<file path="src/design/maze_grid_neighbor_query_assert.svh">
// assertion macros shared by the maze grid blocks
`ifndef MAZE_GRID_NEIGHBOR_QUERY_ASSERT_SVH
`define MAZE_GRID_NEIGHBOR_QUERY_ASSERT_SVH

`ifndef SYNTH
// checked on every clock edge outside reset
`define MGNQ_ASSERT(label, clk, rst, prop, msg) \
   label: assert property (@(posedge clk) disable iff (rst) prop) else $error(msg);
// checked on every clock edge, reset included
`define MGNQ_ASSERT_ALWAYS(label, clk, prop, msg) \
   label: assert property (@(posedge clk) prop) else $error(msg);
`else
`define MGNQ_ASSERT(label, clk, rst, prop, msg)
`define MGNQ_ASSERT_ALWAYS(label, clk, prop, msg)
`endif

`endif

</file>
<file path="src/design/mgnq_pkg.sv">
package mgnq_pkg;

   // item field widths
   localparam int ROW_W  = 6;
   localparam int COL_W  = 6;
   localparam int WALL_W = 2;
   localparam int CMD_W  = 1;

   // reach of the row and column fields
   localparam int ROW_FIELD_LIM = 2 ** ROW_W;
   localparam int COL_FIELD_LIM = 2 ** COL_W;

   // grid size defaults
   localparam int MAX_ROWS_DEF = 64;
   localparam int MAX_COLS_DEF = 64;

   // configuration registers
   localparam int CFG_W     = 7;
   localparam int CSR_IDX_W = 1;
   localparam logic [CSR_IDX_W-1:0] CSR_ROWS  = 1'd0;
   localparam logic [CSR_IDX_W-1:0] CSR_COLS  = 1'd1;
   localparam logic [CFG_W-1:0]     CFG_RESET = 7'd64;

   // commands
   localparam logic [CMD_W-1:0] CMD_WRITE = 1'd0;
   localparam logic [CMD_W-1:0] CMD_QUERY = 1'd1;

   // wall bits
   localparam int WALL_RIGHT  = 0;
   localparam int WALL_BOTTOM = 1;
   localparam logic [WALL_W-1:0] WALLS_CLOSED = 2'b11;

   // neighbor mask bits, in result order
   localparam int NB_W     = 4;
   localparam int NB_UP    = 0;
   localparam int NB_DOWN  = 1;
   localparam int NB_LEFT  = 2;
   localparam int NB_RIGHT = 3;
   localparam logic [NB_W-1:0] PICK_UP    = NB_W'(1) << NB_UP;
   localparam logic [NB_W-1:0] PICK_DOWN  = NB_W'(1) << NB_DOWN;
   localparam logic [NB_W-1:0] PICK_LEFT  = NB_W'(1) << NB_LEFT;
   localparam logic [NB_W-1:0] PICK_RIGHT = NB_W'(1) << NB_RIGHT;

   typedef struct packed {
      logic [CMD_W-1:0]  command;
      logic [ROW_W-1:0]  row;
      logic [COL_W-1:0]  col;
      logic [WALL_W-1:0] walls;
   } req_type;

   typedef struct packed {
      logic             found;
      logic [ROW_W-1:0] nb_row;
      logic [COL_W-1:0] nb_col;
      logic             last;
   } rsp_type;

   // controller to datapath
   typedef struct packed {
      logic clear_step;
      logic take_req;
      logic cap_own;
      logic rd_up;
      logic cap_up;
      logic rd_left;
      logic cap_left;
      logic emit;
   } cmd_type;

   // datapath to controller
   typedef struct packed {
      logic clear_done;
      logic req_query;
      logic req_inside;
      logic out_free;
      logic last_pick;
   } status_type;

endpackage

</file>
<file path="src/design/mgnq_ctrl.sv">
`include "maze_grid_neighbor_query_assert.svh"

module mgnq_ctrl (
   input  logic                 clock,
   input  logic                 reset,
   input  logic                 req_valid,
   output logic                 req_stall,
   input  mgnq_pkg::status_type status,
   output mgnq_pkg::cmd_type    cmd
);
   import mgnq_pkg::*;

   typedef enum logic [2:0] {
      ST_CLEAR,
      ST_IDLE,
      ST_RD_UP,
      ST_RD_LEFT,
      ST_CAP_LEFT,
      ST_EMIT
   } state_type;

   state_type state_ff, state_in;

   always_comb begin
      cmd      = '0;
      state_in = state_ff;
      unique case (state_ff)
         ST_CLEAR: begin
            cmd.clear_step = 1'b1;
            if (status.clear_done) begin
               state_in = ST_IDLE;
            end
         end
         ST_IDLE: begin
            if (req_valid) begin
               cmd.take_req = 1'b1;
               if (status.req_query) begin
                  state_in = status.req_inside ? ST_RD_UP : ST_EMIT;
               end
            end
         end
         ST_RD_UP: begin
            cmd.cap_own = 1'b1;
            cmd.rd_up   = 1'b1;
            state_in    = ST_RD_LEFT;
         end
         ST_RD_LEFT: begin
            cmd.cap_up  = 1'b1;
            cmd.rd_left = 1'b1;
            state_in    = ST_CAP_LEFT;
         end
         ST_CAP_LEFT: begin
            cmd.cap_left = 1'b1;
            state_in     = ST_EMIT;
         end
         ST_EMIT: begin
            if (status.out_free) begin
               cmd.emit = 1'b1;
               if (status.last_pick) begin
                  state_in = ST_IDLE;
               end
            end
         end
         default: state_in = ST_CLEAR;
      endcase
   end

   always_ff @(posedge clock) begin
      if (reset) begin
         state_ff <= ST_CLEAR;
      end else begin
         state_ff <= state_in;
      end
   end

   assign req_stall = (state_ff != ST_IDLE);

   `MGNQ_ASSERT(a_last_to_idle, clock, reset, cmd.emit && status.last_pick |=> state_ff == ST_IDLE, "query did not end on its last item")
   `MGNQ_ASSERT(a_query_entry, clock, reset, state_ff == ST_RD_UP |-> $past(state_ff) == ST_IDLE, "cell reads started outside an accepted query")
   `MGNQ_ASSERT_ALWAYS(a_emit_free, clock, !cmd.emit || status.out_free, "result loaded over a waiting item")

endmodule

</file>
<file path="config.mk">
export PLATFORM = sky130hd
export DESIGN_NAME = mgnq_ctrl
export DESIGN_NICKNAME = d
export VERILOG_FILES = /design/src/design/mgnq_pkg.sv /design/src/design/mgnq_ctrl.sv
export VERILOG_INCLUDE_DIRS = /design/src /design/src/design
export SDC_FILE = /design/constraint.sdc
export NUM_CORES = 1
export LEC_CHECK = 0
export ABC_CLOCK_PERIOD_IN_PS = 1600
export BUFFER_PORTS_ARGS = -buffer_cell sky130_fd_sc_hd__buf_4
export CAP_MARGIN = 15
export CORE_AREA = 3 3 40 42
export DETAILED_ROUTE_END_ITERATION = 8
export DIE_AREA = 0 0 43 45
export GPL_ROUTABILITY_DRIVEN = 0
export GPL_TIMING_DRIVEN = 1
export PLACE_DENSITY = 0.41
export SYNTH_ARGS = -nofsm -noshare
export SYNTH_HDL_FRONTEND = slang
export SYNTH_SLANG_ARGS = --single-unit
</file>
<file path="constraint.sdc">
create_clock -name clock -period 1.6 [get_ports clock]
set_clock_uncertainty 0.2 [all_clocks]
set_input_delay 0.24 -clock clock [delete_from_list [all_inputs] [get_ports clock]]
set_output_delay 0.24 -clock clock [all_outputs]
set_load 0.005 [all_outputs]
</file>
### Word-level counts from Yosys, hierarchy flattened

Cells that the tools add are included.

| operators by class | value |
|---|---|
| reduce and logical (&&, ||, !) cells | 2 |
| muxes and demuxes | 15 |
| equal/unequal tests | 11 |

Operator list:

| cell | count |
|---|---|
| $mux 3 | 6 |
| $pmux 3 s6 | 1 |
| $ne 2x2->1 const B | 5 |
| $eq 3x2->1 const B | 2 |
| $eq 3x3->1 const B | 2 |
| $mux 1 | 6 |
| $reduce_and 5->1 | 1 |
| $mux 2 | 2 |
| $eq 3x1->1 const B | 1 |
| $logic_not 3->1 | 1 |
| $ne 3x1->1 const B | 1 |

| storage, ports and cells | value |
|---|---|
| bits of input ports | 8 |
| register bits after elaboration | 3 |
| output and inout bits | 9 |
| word-level logic and storage cells | 29 |

### Logic depth before layout (Yosys ltp)

Gate-level depths: netlist (run 1).

| logic depth | value |
|---|---|
| word-level depth | 4 |
| depth in mapped cells | 5 |

### Worst setup path after synthesis (run 1)

Ideal clock, no wire load.

| path | value |
|---|---|
| kind | flip-flop to output port |
| start | register state_ff[2] |
| end | output port cmd[3] (netlist bit) |
| buffers on the path | 2 |
| stages on the path, launching flop included | 4 |
| arrival | 0.953 ns |
| setup slack | 0.207 ns |
| required time | 1.160 ns |
| path through | dfxtp_1 > clkbuf_1 > and3b_2 > buf_4 |

RTL lines:

| what | RTL line | RTL |
|---|---|---|
| start: declaration | mgnq_ctrl.sv:22 | `state_type state_ff, state_in;` |
| start signal: assignment | mgnq_ctrl.sv:72 | `state_ff <= state_in;` |
| end: declaration | mgnq_ctrl.sv:9 | `output mgnq_pkg::cmd_type cmd` |

==> metrics.md, run 1 <==
| Metric | Value |
|---|---|
| Leakage | 0.205 nW |
| Post-Route WL | 674 um |
| Max Fanout on Critical Path | 8 |
| WP data required | 1.16 ns |
| Max_cap viols | 0 |
| Pins over their slew limit | 0 |
| Dpl cells | 62 |
| Gate Count Post-Synth | 35 |
| ANT cells | 0 |
| Mean Syn Cell Area | 7.79 um^2 |
| Fmax | 634 MHz |
| Relative slew slack | 80.5% |
| Layout cell share with drive strength beyond 1 | 53.8% |
| Ys flop type | dfxtp_1 |
| Clk_lat worst skew | 0.23 ns |
| Setup-failing EPs final | 0 |
| Vias in the first global route | 287 |
| Post-DRT Antenna Nets | 0 |
| Port Buffers | 16 |
| Violation count after the first detailed-routing iteration | 0 |
| Status | finished, final reports clean |
| Global-route usage over all layers | 7.56% |
| Yosys warning total | 0 |
| TritonCTS clock tree | done |
| Cells on worst reg2reg path | 4 |
| Crit path launch | state_ff[1] |
| Crit Reg-Reg Endpoint | state_ff[0] |
| Registers with the most flip-flops | state_ff (3) |
| Slew @ Worst Pin | 0.289 ns |
| Fin worst setup slack | 0.0224 ns |
| Reg2Reg Setup Slack | 0.27 ns |
| Total global routing overflow | 0 |
| Post-synth EDFFs | 0 |
| Reg-to-Reg Start | state_ff[1] |
| Final Hold Slack | 0.118 ns |
| Post-CTS Setup Inserts | 0 |
| Synth area leaders | dfxtp_1 (22%), a21oi_1 (5.5%), nand3_1 (5.5%) |
| Clock sink total | 3 |
| # DRC | 0 |
| Starting density of the core | 21.2% |
| Max reg flops | 3 |
| Synth async-reset ratio | 0% |
| Die Span Y | 45 um |
| Post-Layout Cell Count | 67 |
| CTS Buf Count | 3 |
| CP Capture Point | cmd[0] |
| DRT Pass-1 Iters | 1 |
| Top cells by count, synth | a21oi_1 (3), dfxtp_1 (3), nand3_1 (3) |
| Floorplan die width | 43 um |
| Vias per cell | 4.49 |
| Core ar. | 1280 um^2 |
| DR WL/cell | 10.1 um |
| Power Dens Cells | 703 nW/um^2 |
| Pwr Total | 0.000302 W |
| Largest net degree at the start of global routing | 14 |
| Part of the cycle the worst path needs | 98.6% |
| FF+latch count, synth | 3 |
| Initial antenna violation count | 0 |
| Multi-input combinational cell area | 170 um^2 |
| Final hold viol count | 0 |
| Synthesized area | 273 um^2 |
| Leading area contributor after synthesis | dfxtp_1 |
| Design Area, Final | 429 um^2 |
| RSZ-0062 raised after global routing | yes |
| Largest Register | state_ff |
| Pre-CTS setup slack | 0.159 ns |
| Die area | 1940 um^2 |
| Hold/Removal Path Class | in2reg |
| Post-synthesis sequential area ratio | 22.0% |
| Critical path class | reg2out |
| Seq. cell area | 68.8 um^2 |
| Worst VDD drop | 0.368 mV |
| Total number of vias | 301 |
| Site Rows | 13 |
| H-tree Lvls | 1 |
| Setup crit start kind | flip-flop |
| Minimum clock period | 1.58 ns |
| Worst EP arrival | 1.14 ns |
| Syn Nets | 43 |
| Distinct cells, synth | 23 |
| Post-DP Area | 384 um^2 |
| Maximum root-to-sink buffer count | 2 |
| Filler Cell Count | 151 |
| Yosys top cell area share | 22.0% |
| First-pass GRT wire length | 1120 um |
| IO Count | 17 |
| Root Driver | clkbuf_4 |
| Final #Nets | 61 |
| Clk slew on worst S/H paths | 0.03 ns |
| Crit. End Element | primary output |
| DP HPWL | 533 um |
| Synth-to-Final Area Change | 57.3% |
## layer usage
| metal | vias up | global-route usage (%) | share of wire, % |
|---|---|---|---|
| met2 | 8 | 12.9 | 49 |
| met3 | 0 | 1.99 | 6.7 |
| li1 | 155 | - | - |
| met4 | 0 | 5.42 | 0 |
| met1 | 138 | 8.15 | 44 |
| met5 | - | 0 | 0 |
## stage by stage
step	TNS, ns	utilization [%]
after floorplan	0	-
after global placement	0	29.9
after detailed placement	0	29.9
after CTS	0	33.2
after global routing	-0.0895	33.4
final	0	33.4
## area by class of cell
cell class                      count  area share (%)
Sequential cell                     3            16.0
Clock buffer                        4            6.12
Timing Repair Buffer               18            32.1
Tap cell                           15            4.37
Multi-Input combinational cell     25            39.7
Inverter                            2            1.75
## critical path, stage by stage, from the launching register on
cell and delay [ns]:
dfxtp_4 0.36, and2b_2 0.24, and3_1 0.18, buf_4 0.13
## logic make-up after synthesis
logic type	Yosys count	synth area share (%)
compound gates	7	17.4
mux	1	5.50
buf+inv	7	15.6
flops	3	22.0
simple gates	17	39.4
## power by group
part / internal [W] / total, W / switching [W]
Combinational: 0.0000499 / 0.0000789 / 0.0000289
Clock: 0.0000933 / 0.000130 / 0.0000364
Sequential: 0.0000804 / 0.0000930 / 0.0000126
## cell usage in the layout (no fill, tap or decap)
| master | instances |
|---|---|
| mux2_4 | 1 |
| and2b_2 | 1 |
| o21ai_0 | 1 |
| nor3_1 | 2 |
| nand2_1 | 1 |
| o32ai_1 | 1 |
| nand3_1 | 3 |
| inv_1 | 2 |
| dlygate4sd3_1 | 1 |
| dfxtp_2 | 1 |
| and3b_2 | 1 |
| o22a_1 | 1 |
| clkbuf_1 | 1 |
| nand2b_1 | 1 |
| clkbuf_4 | 3 |
| nor2b_1 | 2 |
| and3_1 | 1 |
| dfxtp_4 | 2 |
| nor2_1 | 2 |
| o31a_2 | 1 |
| a21oi_1 | 3 |
| nor3b_2 | 1 |
| nor3b_1 | 2 |
| buf_4 | 17 |
## worst min-delay path by stage
stage | from | end | slack [ns] | depth (start not counted)
after floorplan | reset | state_ff[2] | 0.11 | 1
after global placement | reset | state_ff[2] | 0.22 | 2
after detailed placement | reset | state_ff[0] | 0.23 | 2
after CTS | status[0] | state_ff[2] | 0.10 | 4
after global routing | status[0] | state_ff[2] | 0.13 | 4
final | status[0] | state_ff[2] | 0.12 | 4
## what timing repair did
item,CTS,global route
hold endpoints to repair,2,0
resized for setup,4,1
hold buffers,1,0
setup endpoints to repair,4,2
pin swaps,0,0
No activity file was read; power rests on OpenSTA's default activity.
==> inputs of run 2 (changes only) <==
- SETUP_SLACK_MARGIN: unset -> 0.15
==> run 2 against run 1 <==
Effect of this change:
- critical path depth is 1 higher
- via count increased by 0.66%
- non-clock buffer count rose by 3
- worst setup slack improved by 0.016 ns
- highest routed layer unchanged
==> metrics.md, run 2 (synthesis results as in run 1) <==
| Metric | Value |
|---|---|
| Starting density of the core | 21.2% |
| Maximum root-to-sink buffer count | 2 |
| Final #Nets | 64 |
| Max Fanout on Critical Path | 11 |
| WP data required | 1.16 ns |
| ANT cells | 0 |
| Worst-path cell chain | and2b_2 -> nand2b_1 -> buf_4 -> buf_6 |
| Root Driver | clkbuf_4 |
| Worst VDD drop | 0.383 mV |
| Port Buffers | 16 |
| Vias in the first global route | 281 |
| First-pass GRT wire length | 1150 um |
| Crit. End Element | primary output |
| Die Span Y | 45 um |
| DP HPWL | 533 um |
| DRT Pass-1 Iters | 1 |
| Layout cell share with drive strength beyond 1 | 60.0% |
| Filler Cell Count | 147 |
| Worst EP arrival | 1.12 ns |
| Total number of vias | 303 |
| RSZ-0062 raised after global routing | yes |
| Status | finished, final reports clean |
| Global-route usage over all layers | 7.73% |
| Initial antenna violation count | 0 |
| Clk slew on worst S/H paths | 0.04 ns |
| Violation count after the first detailed-routing iteration | 0 |
| Min-Delay Startpoint | status[0] |
| Slowest cell delay on critical path | 0.39 ns |
| Synth-to-Final Area Change | 72.0% |
| CP max stage cell | dfxtp_4 |
| TritonCTS clock tree | done |
| Post-DP Area | 384 um^2 |
| Most common cell after layout, fill and taps aside | buf_4 |
| Fin worst setup slack | 0.0387 ns |
| Pwr Total | 0.000313 W |
| Minimum clock period | 1.56 ns |
| Worst Path Buf+Inv | 2 |
| Floorplan die width | 43 um |
| Registers with the most flip-flops | state_ff (3) |
| Delay-heaviest family, CP | flip-flops |
| Pins over their slew limit | 0 |
| Slew @ Worst Pin | 0.307 ns |
| Clk_lat worst skew | 0.23 ns |
| Max_cap viols | 0 |
| # DRC | 0 |
| Post-Route WL | 717 um |
| Hold/Removal Path Class | in2reg |
| Reg-to-Reg Start | state_ff[1] |
| Clock sink total | 3 |
| Total global routing overflow | 0 |
| Commonest cells after routing, fill and taps aside | buf_4 (18), nand3_1 (3), a21oi_1 (3), clkbuf_4 (3) |
| H-tree Lvls | 1 |
| Vias per cell | 4.33 |
| DR WL/cell | 10.2 um |
| Site Rows | 13 |
| Design Area, Final | 469 um^2 |
| Die area | 1940 um^2 |
| Largest net degree at the start of global routing | 14 |
| Setup-failing EPs final | 0 |
| Pre-CTS setup slack | 0.159 ns |
| Post-DRT Antenna Nets | 0 |
| Core ar. | 1280 um^2 |
| Relative slew slack | 79.3% |
| Fmax | 640 MHz |
| Max reg flops | 3 |
| Leakage | 0.223 nW |
| Final hold viol count | 0 |
| CTS Buf Count | 3 |
| Part of the cycle the worst path needs | 97.6% |
| Final Hold Slack | 0.109 ns |
| Setup crit start kind | flip-flop |
| Power Dens Cells | 668 nW/um^2 |
| Critical path class | reg2out |
| Crit path launch | state_ff[0] |
| IO Count | 17 |
| Largest Register | state_ff |
run 2: area by class of cell:
cell class | instances | area [um^2] | share of cell area [%]
Clock buffer | 4 | 26.3 | 5.60
Inverter | 2 | 7.51 | 1.60
Multi-Input combinational cell | 25 | 180 | 38.4
Sequential cell | 3 | 68.8 | 14.7
Tap cell | 15 | 18.8 | 4.00
Timing Repair Buffer | 21 | 168 | 35.7
run 2: worst paths after layout:
| path | endpoint | slack (ns) | depth (start not counted) |
|---|---|---|---|
| worst max-delay path | req_stall | 0.04 | 4 |
| worst min-delay path | state_ff[2] | 0.11 | 4 |
| worst max register to register | state_ff[1] | 0.27 | 6 |
| worst min register to register | state_ff[0] | 0.35 | 2 |
run 2: worst register-to-register path, delay by kind of cell, from the launching register on:
kind	cells	cell delay [ns]
DFF	1	0.34
buffers and inverters	2	0.26
and+or+nand+nor	2	0.18
AOI/OAI and AO/OA	2	0.23
run 2: power by group:
| part | switching [W] | internal, W |
|---|---|---|
| Clock | 0.0000362 | 0.0000933 |
| Sequential | 0.0000131 | 0.0000804 |
| Combinational | 0.0000320 | 0.0000584 |
| Total | 0.0000812 | 0.000232 |
run 2: metrics by stage:
| step | util [%] | TNS (ns) | std cells |
|---|---|---|---|
| 2_1_floorplan | - | 0 | 35 |
| 3_3_place_gp | 29.9 | 0 | 62 |
| 3_5_place_dp | 29.9 | 0 | 62 |
| 4_1_cts | 35.1 | 0 | 68 |
| 5_1_grt | 36.5 | -0.0377 | 70 |
| 6_report | 36.5 | 0 | 70 |
run 2: metal layers:
layer,global-route usage [%],up-vias,part of all wire [%]
met3,1.99,0,5.6
met1,9.11,134,45
li1,-,161,-
met4,5.42,0,0
met5,0,-,0
met2,12.3,8,49
run 2: repair_timing:
| item | 4_1_cts | 5_1_grt |
|---|---|---|
| hold buffers | 1 | 0 |
| buffers inserted | 1 | 2 |
| endpoints found under the setup margin | 9 | 9 |
| resized for setup | 8 | 1 |
| hold endpoints to repair | 2 | 0 |
| pin swaps | 1 | 1 |
| cloned | 0 | 0 |
